File: src/hw/rtl/canopen_rx_feedback_demux_defines.svh
// ---------------------------------------------------------------------------
// canopen_rx_feedback_demux_defines.svh
// Assertion macros for the CANopen receive demux. Define ASSERT_OFF to drop
// every check from the build.
// ---------------------------------------------------------------------------
`ifndef CANOPEN_RX_FEEDBACK_DEMUX_DEFINES_SVH
`define CANOPEN_RX_FEEDBACK_DEMUX_DEFINES_SVH

`ifndef ASSERT_OFF
// Check a property on clk, ignored while rst_n is low
`define CRFD_ASSERT(lbl, prop, msg) \
  lbl: assert property (@(posedge clk) disable iff (!rst_n) (prop)) else $error(msg);
// Check a property on clk, also while rst_n is low
`define CRFD_ASSERT_ALWAYS(lbl, prop, msg) \
  lbl: assert property (@(posedge clk) (prop)) else $error(msg);
`else
`define CRFD_ASSERT(lbl, prop, msg)
`define CRFD_ASSERT_ALWAYS(lbl, prop, msg)
`endif

`endif

File: src/hw/rtl/crfd_pkg.sv
// ---------------------------------------------------------------------------
// crfd_pkg
// Types and constants shared by the CANopen receive demux and its channels.
// ---------------------------------------------------------------------------
`timescale 1ns / 1ps
`default_nettype none

package crfd_pkg;

  localparam int unsigned NODE_W   = 7;
  localparam int unsigned ID_W     = 11;
  localparam int unsigned DLC_W    = 4;
  localparam int unsigned CFG_IDX_W = 1;

  // Function code bases of the predefined connection set
  localparam logic [ID_W-1:0] BASE_EMCY  = 11'h080;
  localparam logic [ID_W-1:0] BASE_TPDO1 = 11'h180;
  localparam logic [ID_W-1:0] BASE_TPDO2 = 11'h280;
  localparam logic [ID_W-1:0] BASE_HB    = 11'h700;

  // Shortest frame that each kind needs
  localparam logic [DLC_W-1:0] DLC_MIN_HB    = 4'd1;
  localparam logic [DLC_W-1:0] DLC_MIN_TPDO1 = 4'd8;
  localparam logic [DLC_W-1:0] DLC_MIN_TPDO2 = 4'd2;
  localparam logic [DLC_W-1:0] DLC_MIN_EMCY  = 4'd8;

  // Configuration register indexes
  localparam logic [CFG_IDX_W-1:0] CFG_LEFT_NODE  = 1'd0;
  localparam logic [CFG_IDX_W-1:0] CFG_RIGHT_NODE = 1'd1;

  localparam logic [NODE_W-1:0] LEFT_NODE_RST  = 7'd1;
  localparam logic [NODE_W-1:0] RIGHT_NODE_RST = 7'd2;

  // Seen flag bit positions
  localparam int unsigned SEEN_HB   = 0;
  localparam int unsigned SEEN_PDO1 = 1;
  localparam int unsigned SEEN_PDO2 = 2;
  localparam int unsigned SEEN_EMCY = 3;

  typedef enum logic [2:0] {
    KIND_NONE  = 3'd0,
    KIND_HB    = 3'd1,
    KIND_TPDO1 = 3'd2,
    KIND_TPDO2 = 3'd3,
    KIND_EMCY  = 3'd4
  } kind_t;

  typedef enum logic {
    SIDE_LEFT  = 1'b0,
    SIDE_RIGHT = 1'b1
  } side_t;

  typedef struct packed {
    logic             extended;
    logic [ID_W-1:0]  frame_id;
    logic [DLC_W-1:0] dlc;
    logic [31:0]      payload_lo;
    logic [31:0]      payload_hi;
  } frame_t;

  typedef struct packed {
    logic [3:0]          seen_flags;
    logic [7:0]          nmt_state;
    logic signed [31:0]  speed;
    logic signed [31:0]  position;
    logic signed [15:0]  current;
    logic [15:0]         err_code;
    logic [7:0]          err_register;
    logic [39:0]         err_data;
  } node_rec_t;

  typedef struct packed {
    logic      accepted;
    side_t     node_side;
    kind_t     kind;
    node_rec_t rec;
  } result_t;

endpackage

`default_nettype wire

File: src/hw/rtl/crfd_frame_if.sv
// ---------------------------------------------------------------------------
// crfd_frame_if
// Valid/ready channel that carries one received CAN frame per transfer.
// ---------------------------------------------------------------------------
`timescale 1ns / 1ps
`default_nettype none

interface crfd_frame_if;
  logic                           valid;
  logic                           ready;
  logic                           extended;
  logic [crfd_pkg::ID_W-1:0]      frame_id;
  logic [crfd_pkg::DLC_W-1:0]     dlc;
  logic [31:0]                    payload_lo;
  logic [31:0]                    payload_hi;

  modport source (
    output valid, extended, frame_id, dlc, payload_lo, payload_hi,
    input  ready
  );

  modport sink (
    input  valid, extended, frame_id, dlc, payload_lo, payload_hi,
    output ready
  );
endinterface

`default_nettype wire

File: src/hw/rtl/crfd_fb_if.sv
// ---------------------------------------------------------------------------
// crfd_fb_if
// Valid/ready channel that carries one node feedback result per transfer.
// ---------------------------------------------------------------------------
`timescale 1ns / 1ps
`default_nettype none

interface crfd_fb_if;
  logic               valid;
  logic               ready;
  logic               accepted;
  logic               node_side;
  logic [2:0]         kind;
  logic [3:0]         seen_flags;
  logic [7:0]         nmt_state;
  logic signed [31:0] speed;
  logic signed [31:0] position;
  logic signed [15:0] current;
  logic [15:0]        err_code;
  logic [7:0]         err_register;
  logic [39:0]        err_data;

  modport source (
    output valid, accepted, node_side, kind, seen_flags, nmt_state, speed,
           position, current, err_code, err_register, err_data,
    input  ready
  );

  modport sink (
    input  valid, accepted, node_side, kind, seen_flags, nmt_state, speed,
           position, current, err_code, err_register, err_data,
    output ready
  );
endinterface

`default_nettype wire

File: src/hw/rtl/canopen_rx_feedback_demux.sv
// ---------------------------------------------------------------------------
// canopen_rx_feedback_demux
// Sorts received CAN frames into heartbeat, TPDO1, TPDO2 and EMCY updates for
// two configured CANopen nodes and reports the updated node record.
// ---------------------------------------------------------------------------
//  channel   | dir | transfer                 | payload
//  in_frame  | in  | valid & ready            | extended, frame_id, dlc, payload
//  out_fb    | out | valid & ready            | accepted, side, kind, record
//  cfg_*     | in  | cfg_we (no handshake)    | cfg_index, cfg_wdata
//
//  One frame per cycle sustained while out_fb is ready; a frame's result shows
//  on out_fb after its transfer, through the input register, then the result register.
//  Record update and result are formed combinationally from the input register.
//  While a result waits, the input register takes one frame only if it is empty.
//  Synchronous active-low reset clears node records and restores node ids.
//  Stalls on out_fb back up into the input register, then into in_frame.
// ---------------------------------------------------------------------------
`timescale 1ns / 1ps
`default_nettype none

`include "canopen_rx_feedback_demux_defines.svh"

module canopen_rx_feedback_demux (
  input  wire logic                             clk,
  input  wire logic                             rst_n,
  crfd_frame_if.sink                            in_frame,
  crfd_fb_if.source                             out_fb,
  input  wire logic                             cfg_we,
  input  wire logic [crfd_pkg::CFG_IDX_W-1:0]   cfg_index,
  input  wire logic [crfd_pkg::NODE_W-1:0]      cfg_wdata
);

  // Node id registers
  logic [crfd_pkg::NODE_W-1:0] left_node_r, left_node_nxt;
  logic [crfd_pkg::NODE_W-1:0] right_node_r, right_node_nxt;

  // Input register
  logic              s1_valid_r, s1_valid_nxt;
  crfd_pkg::frame_t  s1_frame_r;

  // Node records, index by side
  crfd_pkg::node_rec_t rec_r [2];

  // Result register
  logic               out_valid_r, out_valid_nxt;
  crfd_pkg::result_t  out_res_r;

  // Handshake
  logic in_fire;
  logic in_ready;
  logic out_fire;
  logic s1_adv;

  // Decode
  logic                hb_left, hb_right, p1_left, p1_right;
  logic                p2_left, p2_right, em_left, em_right;
  crfd_pkg::kind_t     kind;
  crfd_pkg::side_t     side;
  crfd_pkg::node_rec_t rec_sel;
  crfd_pkg::node_rec_t rec_upd;
  crfd_pkg::result_t   res_nxt;

  function automatic logic id_match(
    input logic [crfd_pkg::ID_W-1:0]   id,
    input logic [crfd_pkg::ID_W-1:0]   base,
    input logic [crfd_pkg::NODE_W-1:0] node
  );
    logic [crfd_pkg::ID_W-1:0] want;
    want = base + {{(crfd_pkg::ID_W - crfd_pkg::NODE_W){1'b0}}, node};
    return id == want;
  endfunction

  // Handshake and pipeline advance
  assign s1_adv    = s1_valid_r && (!out_valid_r || out_fb.ready);
  assign in_ready  = !s1_valid_r || s1_adv;
  assign in_fire   = in_frame.valid && in_ready;
  assign out_fire  = out_valid_r && out_fb.ready;
  assign in_frame.ready = in_ready;

  // Configuration writes
  always_comb begin
    left_node_nxt  = left_node_r;
    right_node_nxt = right_node_r;
    if (cfg_we) begin
      case (cfg_index)
        crfd_pkg::CFG_LEFT_NODE:  left_node_nxt  = cfg_wdata;
        crfd_pkg::CFG_RIGHT_NODE: right_node_nxt = cfg_wdata;
        default: ;
      endcase
    end
  end

  // Identifier matches per kind and side
  always_comb begin
    hb_left  = id_match(s1_frame_r.frame_id, crfd_pkg::BASE_HB,    left_node_r);
    hb_right = id_match(s1_frame_r.frame_id, crfd_pkg::BASE_HB,    right_node_r);
    p1_left  = id_match(s1_frame_r.frame_id, crfd_pkg::BASE_TPDO1, left_node_r);
    p1_right = id_match(s1_frame_r.frame_id, crfd_pkg::BASE_TPDO1, right_node_r);
    p2_left  = id_match(s1_frame_r.frame_id, crfd_pkg::BASE_TPDO2, left_node_r);
    p2_right = id_match(s1_frame_r.frame_id, crfd_pkg::BASE_TPDO2, right_node_r);
    em_left  = id_match(s1_frame_r.frame_id, crfd_pkg::BASE_EMCY,  left_node_r);
    em_right = id_match(s1_frame_r.frame_id, crfd_pkg::BASE_EMCY,  right_node_r);
  end

  // Pick kind and side in priority order, left before right
  always_comb begin
    kind = crfd_pkg::KIND_NONE;
    side = crfd_pkg::SIDE_LEFT;
    if (!s1_frame_r.extended) begin
      if ((hb_left || hb_right) && s1_frame_r.dlc >= crfd_pkg::DLC_MIN_HB) begin
        kind = crfd_pkg::KIND_HB;
        side = hb_left ? crfd_pkg::SIDE_LEFT : crfd_pkg::SIDE_RIGHT;
      end else if ((p1_left || p1_right) &&
                   s1_frame_r.dlc >= crfd_pkg::DLC_MIN_TPDO1) begin
        kind = crfd_pkg::KIND_TPDO1;
        side = p1_left ? crfd_pkg::SIDE_LEFT : crfd_pkg::SIDE_RIGHT;
      end else if ((p2_left || p2_right) &&
                   s1_frame_r.dlc >= crfd_pkg::DLC_MIN_TPDO2) begin
        kind = crfd_pkg::KIND_TPDO2;
        side = p2_left ? crfd_pkg::SIDE_LEFT : crfd_pkg::SIDE_RIGHT;
      end else if ((em_left || em_right) &&
                   s1_frame_r.dlc >= crfd_pkg::DLC_MIN_EMCY) begin
        kind = crfd_pkg::KIND_EMCY;
        side = em_left ? crfd_pkg::SIDE_LEFT : crfd_pkg::SIDE_RIGHT;
      end
    end
  end

  // Build the updated record of the chosen node
  always_comb begin
    rec_sel = rec_r[side];
    rec_upd = rec_sel;
    case (kind)
      crfd_pkg::KIND_HB: begin
        rec_upd.seen_flags[crfd_pkg::SEEN_HB] = 1'b1;
        rec_upd.nmt_state = s1_frame_r.payload_lo[7:0];
      end
      crfd_pkg::KIND_TPDO1: begin
        rec_upd.seen_flags[crfd_pkg::SEEN_PDO1] = 1'b1;
        rec_upd.speed    = s1_frame_r.payload_lo;
        rec_upd.position = s1_frame_r.payload_hi;
      end
      crfd_pkg::KIND_TPDO2: begin
        rec_upd.seen_flags[crfd_pkg::SEEN_PDO2] = 1'b1;
        rec_upd.current = s1_frame_r.payload_lo[15:0];
      end
      crfd_pkg::KIND_EMCY: begin
        rec_upd.seen_flags[crfd_pkg::SEEN_EMCY] = 1'b1;
        rec_upd.err_code     = s1_frame_r.payload_lo[15:0];
        rec_upd.err_register = s1_frame_r.payload_lo[23:16];
        rec_upd.err_data     = {s1_frame_r.payload_hi, s1_frame_r.payload_lo[31:24]};
      end
      default: ;
    endcase
  end

  // Result: all zero when no record changed
  always_comb begin
    res_nxt = '0;
    if (kind != crfd_pkg::KIND_NONE) begin
      res_nxt.accepted  = 1'b1;
      res_nxt.node_side = side;
      res_nxt.kind      = kind;
      res_nxt.rec       = rec_upd;
    end
  end

  // Valid bits of both stages
  always_comb begin
    s1_valid_nxt = s1_valid_r;
    if (in_fire) begin
      s1_valid_nxt = 1'b1;
    end else if (s1_adv) begin
      s1_valid_nxt = 1'b0;
    end
    out_valid_nxt = out_valid_r;
    if (s1_adv) begin
      out_valid_nxt = 1'b1;
    end else if (out_fire) begin
      out_valid_nxt = 1'b0;
    end
  end

  // Control state and node records
  always_ff @(posedge clk) begin
    if (!rst_n) begin
      left_node_r  <= crfd_pkg::LEFT_NODE_RST;
      right_node_r <= crfd_pkg::RIGHT_NODE_RST;
      s1_valid_r   <= 1'b0;
      out_valid_r  <= 1'b0;
      rec_r[0]     <= '0;
      rec_r[1]     <= '0;
    end else begin
      left_node_r  <= left_node_nxt;
      right_node_r <= right_node_nxt;
      s1_valid_r   <= s1_valid_nxt;
      out_valid_r  <= out_valid_nxt;
      if (s1_adv && kind != crfd_pkg::KIND_NONE) begin
        rec_r[side] <= rec_upd;
      end
    end
  end

  // Capture the frame and the result
  always_ff @(posedge clk) begin
    if (in_fire) begin
      s1_frame_r.extended   <= in_frame.extended;
      s1_frame_r.frame_id   <= in_frame.frame_id;
      s1_frame_r.dlc        <= in_frame.dlc;
      s1_frame_r.payload_lo <= in_frame.payload_lo;
      s1_frame_r.payload_hi <= in_frame.payload_hi;
    end
    if (s1_adv) begin
      out_res_r <= res_nxt;
    end
  end

  // Drive the result channel
  assign out_fb.valid        = out_valid_r;
  assign out_fb.accepted     = out_res_r.accepted;
  assign out_fb.node_side    = out_res_r.node_side;
  assign out_fb.kind         = out_res_r.kind;
  assign out_fb.seen_flags   = out_res_r.rec.seen_flags;
  assign out_fb.nmt_state    = out_res_r.rec.nmt_state;
  assign out_fb.speed        = out_res_r.rec.speed;
  assign out_fb.position     = out_res_r.rec.position;
  assign out_fb.current      = out_res_r.rec.current;
  assign out_fb.err_code     = out_res_r.rec.err_code;
  assign out_fb.err_register = out_res_r.rec.err_register;
  assign out_fb.err_data     = out_res_r.rec.err_data;

  // Checks
  `CRFD_ASSERT(a_acc_kind, out_valid_r |-> (out_res_r.accepted == (out_res_r.kind != crfd_pkg::KIND_NONE)), "accepted flag disagrees with kind")
  `CRFD_ASSERT(a_hb_seen, (out_valid_r && out_res_r.kind == crfd_pkg::KIND_HB) |-> out_res_r.rec.seen_flags[crfd_pkg::SEEN_HB], "heartbeat result without heartbeat seen")
  `CRFD_ASSERT(a_adv_out, (s1_valid_r && s1_adv) |=> out_valid_r, "advanced frame produced no result")
  `CRFD_ASSERT(a_seen_sticky, rec_r[0].seen_flags[crfd_pkg::SEEN_HB] |=> rec_r[0].seen_flags[crfd_pkg::SEEN_HB], "left heartbeat seen flag cleared")
  `CRFD_ASSERT_ALWAYS(a_empty_ready, (rst_n && !s1_valid_r) |-> in_ready, "input stalled with empty input register")

endmodule

`default_nettype wire
File: src/flat_wrapper.sv
// flat-port wrapper written by rule: the top's interface ports become plain ports
module canopen_rx_feedback_demux_flat 
  (clk, rst_n, cfg_we, cfg_index, cfg_wdata, in_frame_valid, in_frame_extended, in_frame_frame_id, in_frame_dlc, in_frame_payload_lo, in_frame_payload_hi, in_frame_ready, out_fb_valid, out_fb_accepted, out_fb_node_side, out_fb_kind, out_fb_seen_flags, out_fb_nmt_state, out_fb_speed, out_fb_position, out_fb_current, out_fb_err_code, out_fb_err_register, out_fb_err_data, out_fb_ready);
  crfd_frame_if in_frame_i ();
  crfd_fb_if out_fb_i ();
  input  wire logic clk;
  input  wire logic rst_n;
  input  wire logic cfg_we;
  input  wire logic [crfd_pkg::CFG_IDX_W-1:0] cfg_index;
  input  wire logic [crfd_pkg::NODE_W-1:0] cfg_wdata;
  input wire logic [$bits(in_frame_i.valid)-1:0] in_frame_valid;
  input wire logic [$bits(in_frame_i.extended)-1:0] in_frame_extended;
  input wire logic [$bits(in_frame_i.frame_id)-1:0] in_frame_frame_id;
  input wire logic [$bits(in_frame_i.dlc)-1:0] in_frame_dlc;
  input wire logic [$bits(in_frame_i.payload_lo)-1:0] in_frame_payload_lo;
  input wire logic [$bits(in_frame_i.payload_hi)-1:0] in_frame_payload_hi;
  output wire logic [$bits(in_frame_i.ready)-1:0] in_frame_ready;
  output wire logic [$bits(out_fb_i.valid)-1:0] out_fb_valid;
  output wire logic [$bits(out_fb_i.accepted)-1:0] out_fb_accepted;
  output wire logic [$bits(out_fb_i.node_side)-1:0] out_fb_node_side;
  output wire logic [$bits(out_fb_i.kind)-1:0] out_fb_kind;
  output wire logic [$bits(out_fb_i.seen_flags)-1:0] out_fb_seen_flags;
  output wire logic [$bits(out_fb_i.nmt_state)-1:0] out_fb_nmt_state;
  output wire logic [$bits(out_fb_i.speed)-1:0] out_fb_speed;
  output wire logic [$bits(out_fb_i.position)-1:0] out_fb_position;
  output wire logic [$bits(out_fb_i.current)-1:0] out_fb_current;
  output wire logic [$bits(out_fb_i.err_code)-1:0] out_fb_err_code;
  output wire logic [$bits(out_fb_i.err_register)-1:0] out_fb_err_register;
  output wire logic [$bits(out_fb_i.err_data)-1:0] out_fb_err_data;
  input wire logic [$bits(out_fb_i.ready)-1:0] out_fb_ready;
  assign in_frame_i.valid = in_frame_valid;
  assign in_frame_i.extended = in_frame_extended;
  assign in_frame_i.frame_id = in_frame_frame_id;
  assign in_frame_i.dlc = in_frame_dlc;
  assign in_frame_i.payload_lo = in_frame_payload_lo;
  assign in_frame_i.payload_hi = in_frame_payload_hi;
  assign in_frame_ready = in_frame_i.ready;
  assign out_fb_valid = out_fb_i.valid;
  assign out_fb_accepted = out_fb_i.accepted;
  assign out_fb_node_side = out_fb_i.node_side;
  assign out_fb_kind = out_fb_i.kind;
  assign out_fb_seen_flags = out_fb_i.seen_flags;
  assign out_fb_nmt_state = out_fb_i.nmt_state;
  assign out_fb_speed = out_fb_i.speed;
  assign out_fb_position = out_fb_i.position;
  assign out_fb_current = out_fb_i.current;
  assign out_fb_err_code = out_fb_i.err_code;
  assign out_fb_err_register = out_fb_i.err_register;
  assign out_fb_err_data = out_fb_i.err_data;
  assign out_fb_i.ready = out_fb_ready;
  canopen_rx_feedback_demux u_core (.clk(clk), .rst_n(rst_n), .in_frame(in_frame_i), .out_fb(out_fb_i), .cfg_we(cfg_we), .cfg_index(cfg_index), .cfg_wdata(cfg_wdata));
endmodule
File: config.mk
export PLATFORM = sky130hd
export DESIGN_NAME = canopen_rx_feedback_demux_flat
export DESIGN_NICKNAME = d
export VERILOG_FILES = /design/src/hw/rtl/crfd_pkg.sv /design/src/hw/rtl/crfd_frame_if.sv /design/src/hw/rtl/crfd_fb_if.sv /design/src/hw/rtl/canopen_rx_feedback_demux.sv /design/src/flat_wrapper.sv
export VERILOG_INCLUDE_DIRS = /design/src /design/src/hw/rtl
export SDC_FILE = /design/constraint.sdc
export NUM_CORES = 1
export LEC_CHECK = 0
export BUFFER_PORTS_ARGS = -buffer_cell sky130_fd_sc_hd__buf_2
export CORE_ASPECT_RATIO = 0.5
export CORE_MARGIN = 2
export CORE_UTILIZATION = 51
export DETAILED_ROUTE_END_ITERATION = 10
export GPL_ROUTABILITY_DRIVEN = 0
export PLACE_DENSITY = 0.71
export SETUP_SLACK_MARGIN = 0.02
export SLEW_MARGIN = 20
export SYNTH_ARGS = -nofsm -noshare
export SYNTH_HDL_FRONTEND = slang
export SYNTH_SLANG_ARGS = --single-unit
File: constraint.sdc
create_clock -name clk -period 26.9 [get_ports clk]
set_input_delay 2.69 -clock clk [delete_from_list [all_inputs] [get_ports clk]]
set_output_delay 2.69 -clock clk [all_outputs]
set_load 0.05 [all_outputs]
==> reports/results.ini <==
[place]
port_buffers = 255
dp_cells = 2657
placed_area_sq_um = 26400
hpwlAfterDp_mm = 31.9

[clock_tree]
clock-root-buffer = clkbuf_16
tritoncts = yes
cts_buffers = 50
clockBufferDepth = 3
postCtsSetupBuffers = 0
clock_sinks = 569
cts-resized-gates = 0
ctsHoldBuffers = 0
worstSkewPairLatency_ps = 590
cts.htree.levels = 2
path_clk_slew_ps = 70

[drt]
drtPass1Iterations = 5
drc = 0
drtAntennaViolNets = 0
routed_wl_mm = 56.6
vias = 15900
drt_iter0_drc = 1641
wire_per_inst_um = 20.6
viasPerCell = 5.80

[sta]
fin_crit_ps = 6250
drv_slew = 0
slew_headroom_pct = 24.3
rsz0062_at_grt = no
finalSetupViolations = 0
final_hold_viol_count = 0
worst_pin_slew_ps = 1140
skew_ps = 17.7
fmax_mhz = 160
fin_crit_sh_pct = 23.2
final.setup.tns_ps = 0

[layout]
fin_util_pct = 57.9
post_layout_nonfiller_instances = 2750
final_area_sq_um = 27900
multi_input_area_sq_um = 7140
nNetsFinal = 2153
nFillCells = 3919
seq_area_sq_um = 16900
drive_gt1_share_pct = 16.8
syn_to_final_growth_pct = 12.6

[grt]
grt_pass1_vias = 15600
gr-total-overflow = 0
track_usage_pct = 22.2
grt_pass1_wl_mm = 88.3
grt_max_degree = 259
antenna_found_initial = 4

[power_and_ir_drop]
p_per_area_nw_per_um2 = 65.0
ir_worst_vdd_mv = 0.0429
p_leak_nw = 10.8
finalPower_mw = 1.81

[synth]
netlist_area_sq_um = 24800
synth_nets = 1991
synth-main-ff-cell = edfxtp_1
synth_cells = 1898
synth-edff-count = 553
yosys_warnings = 0
ys_seq_area_share_pct = 68.3
syn_area_per_cell_sq_um = 13.1
ys_ff_latch = 569
synth_cell_types = 38
synthArstFlopShare_pct = 0

[run_status]
status = complete, no violations

[critical_path]
crit_fanout = 162
r2r-start = u_core.out_fb.valid
worstPathRequired_ps = 27100
crit_start = out_fb_ready
worstSetupPathType = input pin to flop
arrival_ps = 6440
start_kind = input pin
end_kind = flop

[hold_path]
min_from = u_core.right_node_r[3]
hold_class = flop to flop

[die]
die_area_sq_um = 50500
die_y_um = 160
design.core.area_sq_um = 48200
floorplan.initialDensity_pct = 51.4
num_rows = 57
pin_count = 256
die_x_um = 316

[run]
drv_cap = 0

-- cells by family (layout without fill, tap and decap cells) --
logic type	after synthesis	after routing	share of synthesized area, %
simple gates	495	495	7.84
mux	185	185	7.47
flops	569	569	68.3
xor+xnor	14	14	0.495
other cells	0	4	0
compound gates	462	462	12.6
buf+inv	173	372	3.23
-- layer usage --
layer	global-route usage (%)	up-vias	wire (um)
met2	37.5	467	28700
met5	0	-	0
met3	2.99	84	2800
met4	6.59	0	1420
li1	-	7530	-
met1	30.1	7867	23600
-- synthesized netlist by cell type, types with 2 or more instances --
| cell | count | share of area (%) |
|---|---|---|
| a21oi_1 | 138 | 2.8 |
| buf_4 | 9 | 0.27 |
| buf_2 | 3 | 0.061 |
| buf_6 | 15 | 0.68 |
| clkbuf_1 | 129 | 2.0 |
| dfxtp_1 | 16 | 1.3 |
| nor2_1 | 182 | 2.8 |
| nor2b_1 | 10 | 0.25 |
| nand4_1 | 2 | 0.050 |
| inv_1 | 7 | 0.11 |
| xnor2_1 | 9 | 0.32 |
| buf_1 | 10 | 0.15 |
| edfxtp_1 | 553 | 67 |
| a21boi_0 | 6 | 0.18 |
| a211o_1 | 3 | 0.11 |
| nand2_1 | 276 | 4.2 |
| o211ai_1 | 2 | 0.061 |
| xor2_1 | 5 | 0.18 |
| or3_1 | 3 | 0.076 |
| a211oi_1 | 306 | 9.3 |
| mux2i_1 | 185 | 7.5 |
| nand3_1 | 9 | 0.18 |
| nor4_1 | 4 | 0.10 |
| nor3_1 | 2 | 0.040 |
-- area by class of cell --
type | instances | area share [%]
Inverter | 7 | 0.0942
Timing Repair Buffer | 276 | 5.24
Antenna cell | 4 | 0.0359
Multi-Input combinational cell | 1156 | 25.6
Sequential cell | 569 | 60.7
Clock inverter | 22 | 0.529
Tap cell | 649 | 2.91
Clock buffer | 67 | 4.94
-- sequential cells by signal (all words and copies together) (netlist names) --
| name | flops |
|---|---|
| u_core.rec_r | 312 |
| u_core.s1_frame_r | 80 |
| u_core.out_fb.err_data | 40 |
| u_core.out_fb.position | 32 |
| u_core.out_fb.speed | 32 |
| u_core.out_fb.current | 16 |
| u_core.out_fb.err_code | 16 |
| u_core.out_fb.err_register | 8 |
| u_core.out_fb.nmt_state | 8 |
| u_core.left_node_r | 7 |
| u_core.right_node_r | 7 |
| u_core.out_fb.seen_flags | 4 |
| u_core.out_fb.kind | 3 |
| u_core.out_fb.accepted | 1 |
| u_core.out_fb.node_side | 1 |
| u_core.out_fb.valid | 1 |
| u_core.s1_valid_r | 1 |
-- where the power goes --
part | internal (mW) | switching [mW]
Clock | 0.377 | 0.318
Combinational | 0.0207 | 0.0718
Sequential | 1.01 | 0.0208
Total | 1.40 | 0.410
-- per-stage QoR --
step,worst slack (ps),hold WS [ps]
after global placement,20060,466
after floorplan,12030,455
final,20650,477
after CTS,20560,479
after detailed placement,19950,470
after global routing,20280,501
-- cells in the final DEF, fill, tap and decap left out, drive strengths merged, types with 3 or more instances in the layout --
cell	synthesis	routed
a211o	3	3
a211oi	307	307
a21boi	7	7
a21oi	138	138
buf	37	276
clkbuf	129	67
clkinv	0	19
dfxtp	16	16
diode	0	4
edfxtp	553	553
inv	7	7
mux2i	185	185
nand2	276	276
nand3	9	9
nor2	182	182
nor2b	10	10
nor4	4	4
or3	3	3
xnor2	9	9
xor2	5	5
-- final timing paths --
check / end / slack (ps) / depth (start not counted)
min: u_core.right_node_r[3] / 480 / 2
min reg2reg: u_core.right_node_r[3] / 480 / 2
max reg2reg: u_core.rec_r[0][105] / 22440 / 8
max: u_core.rec_r[0][105] / 20650 / 9
-- worst max-delay path, cell delays in order --
cell,delay [ps]
buf_2,80
nor2b_1,90
nor2b_4,150
buf_12,600
nand2_1,140
nor3_1,500
nand2_4,510
nand2_4,620
buf_4,840
No activity file was read; power rests on OpenSTA's default activity.
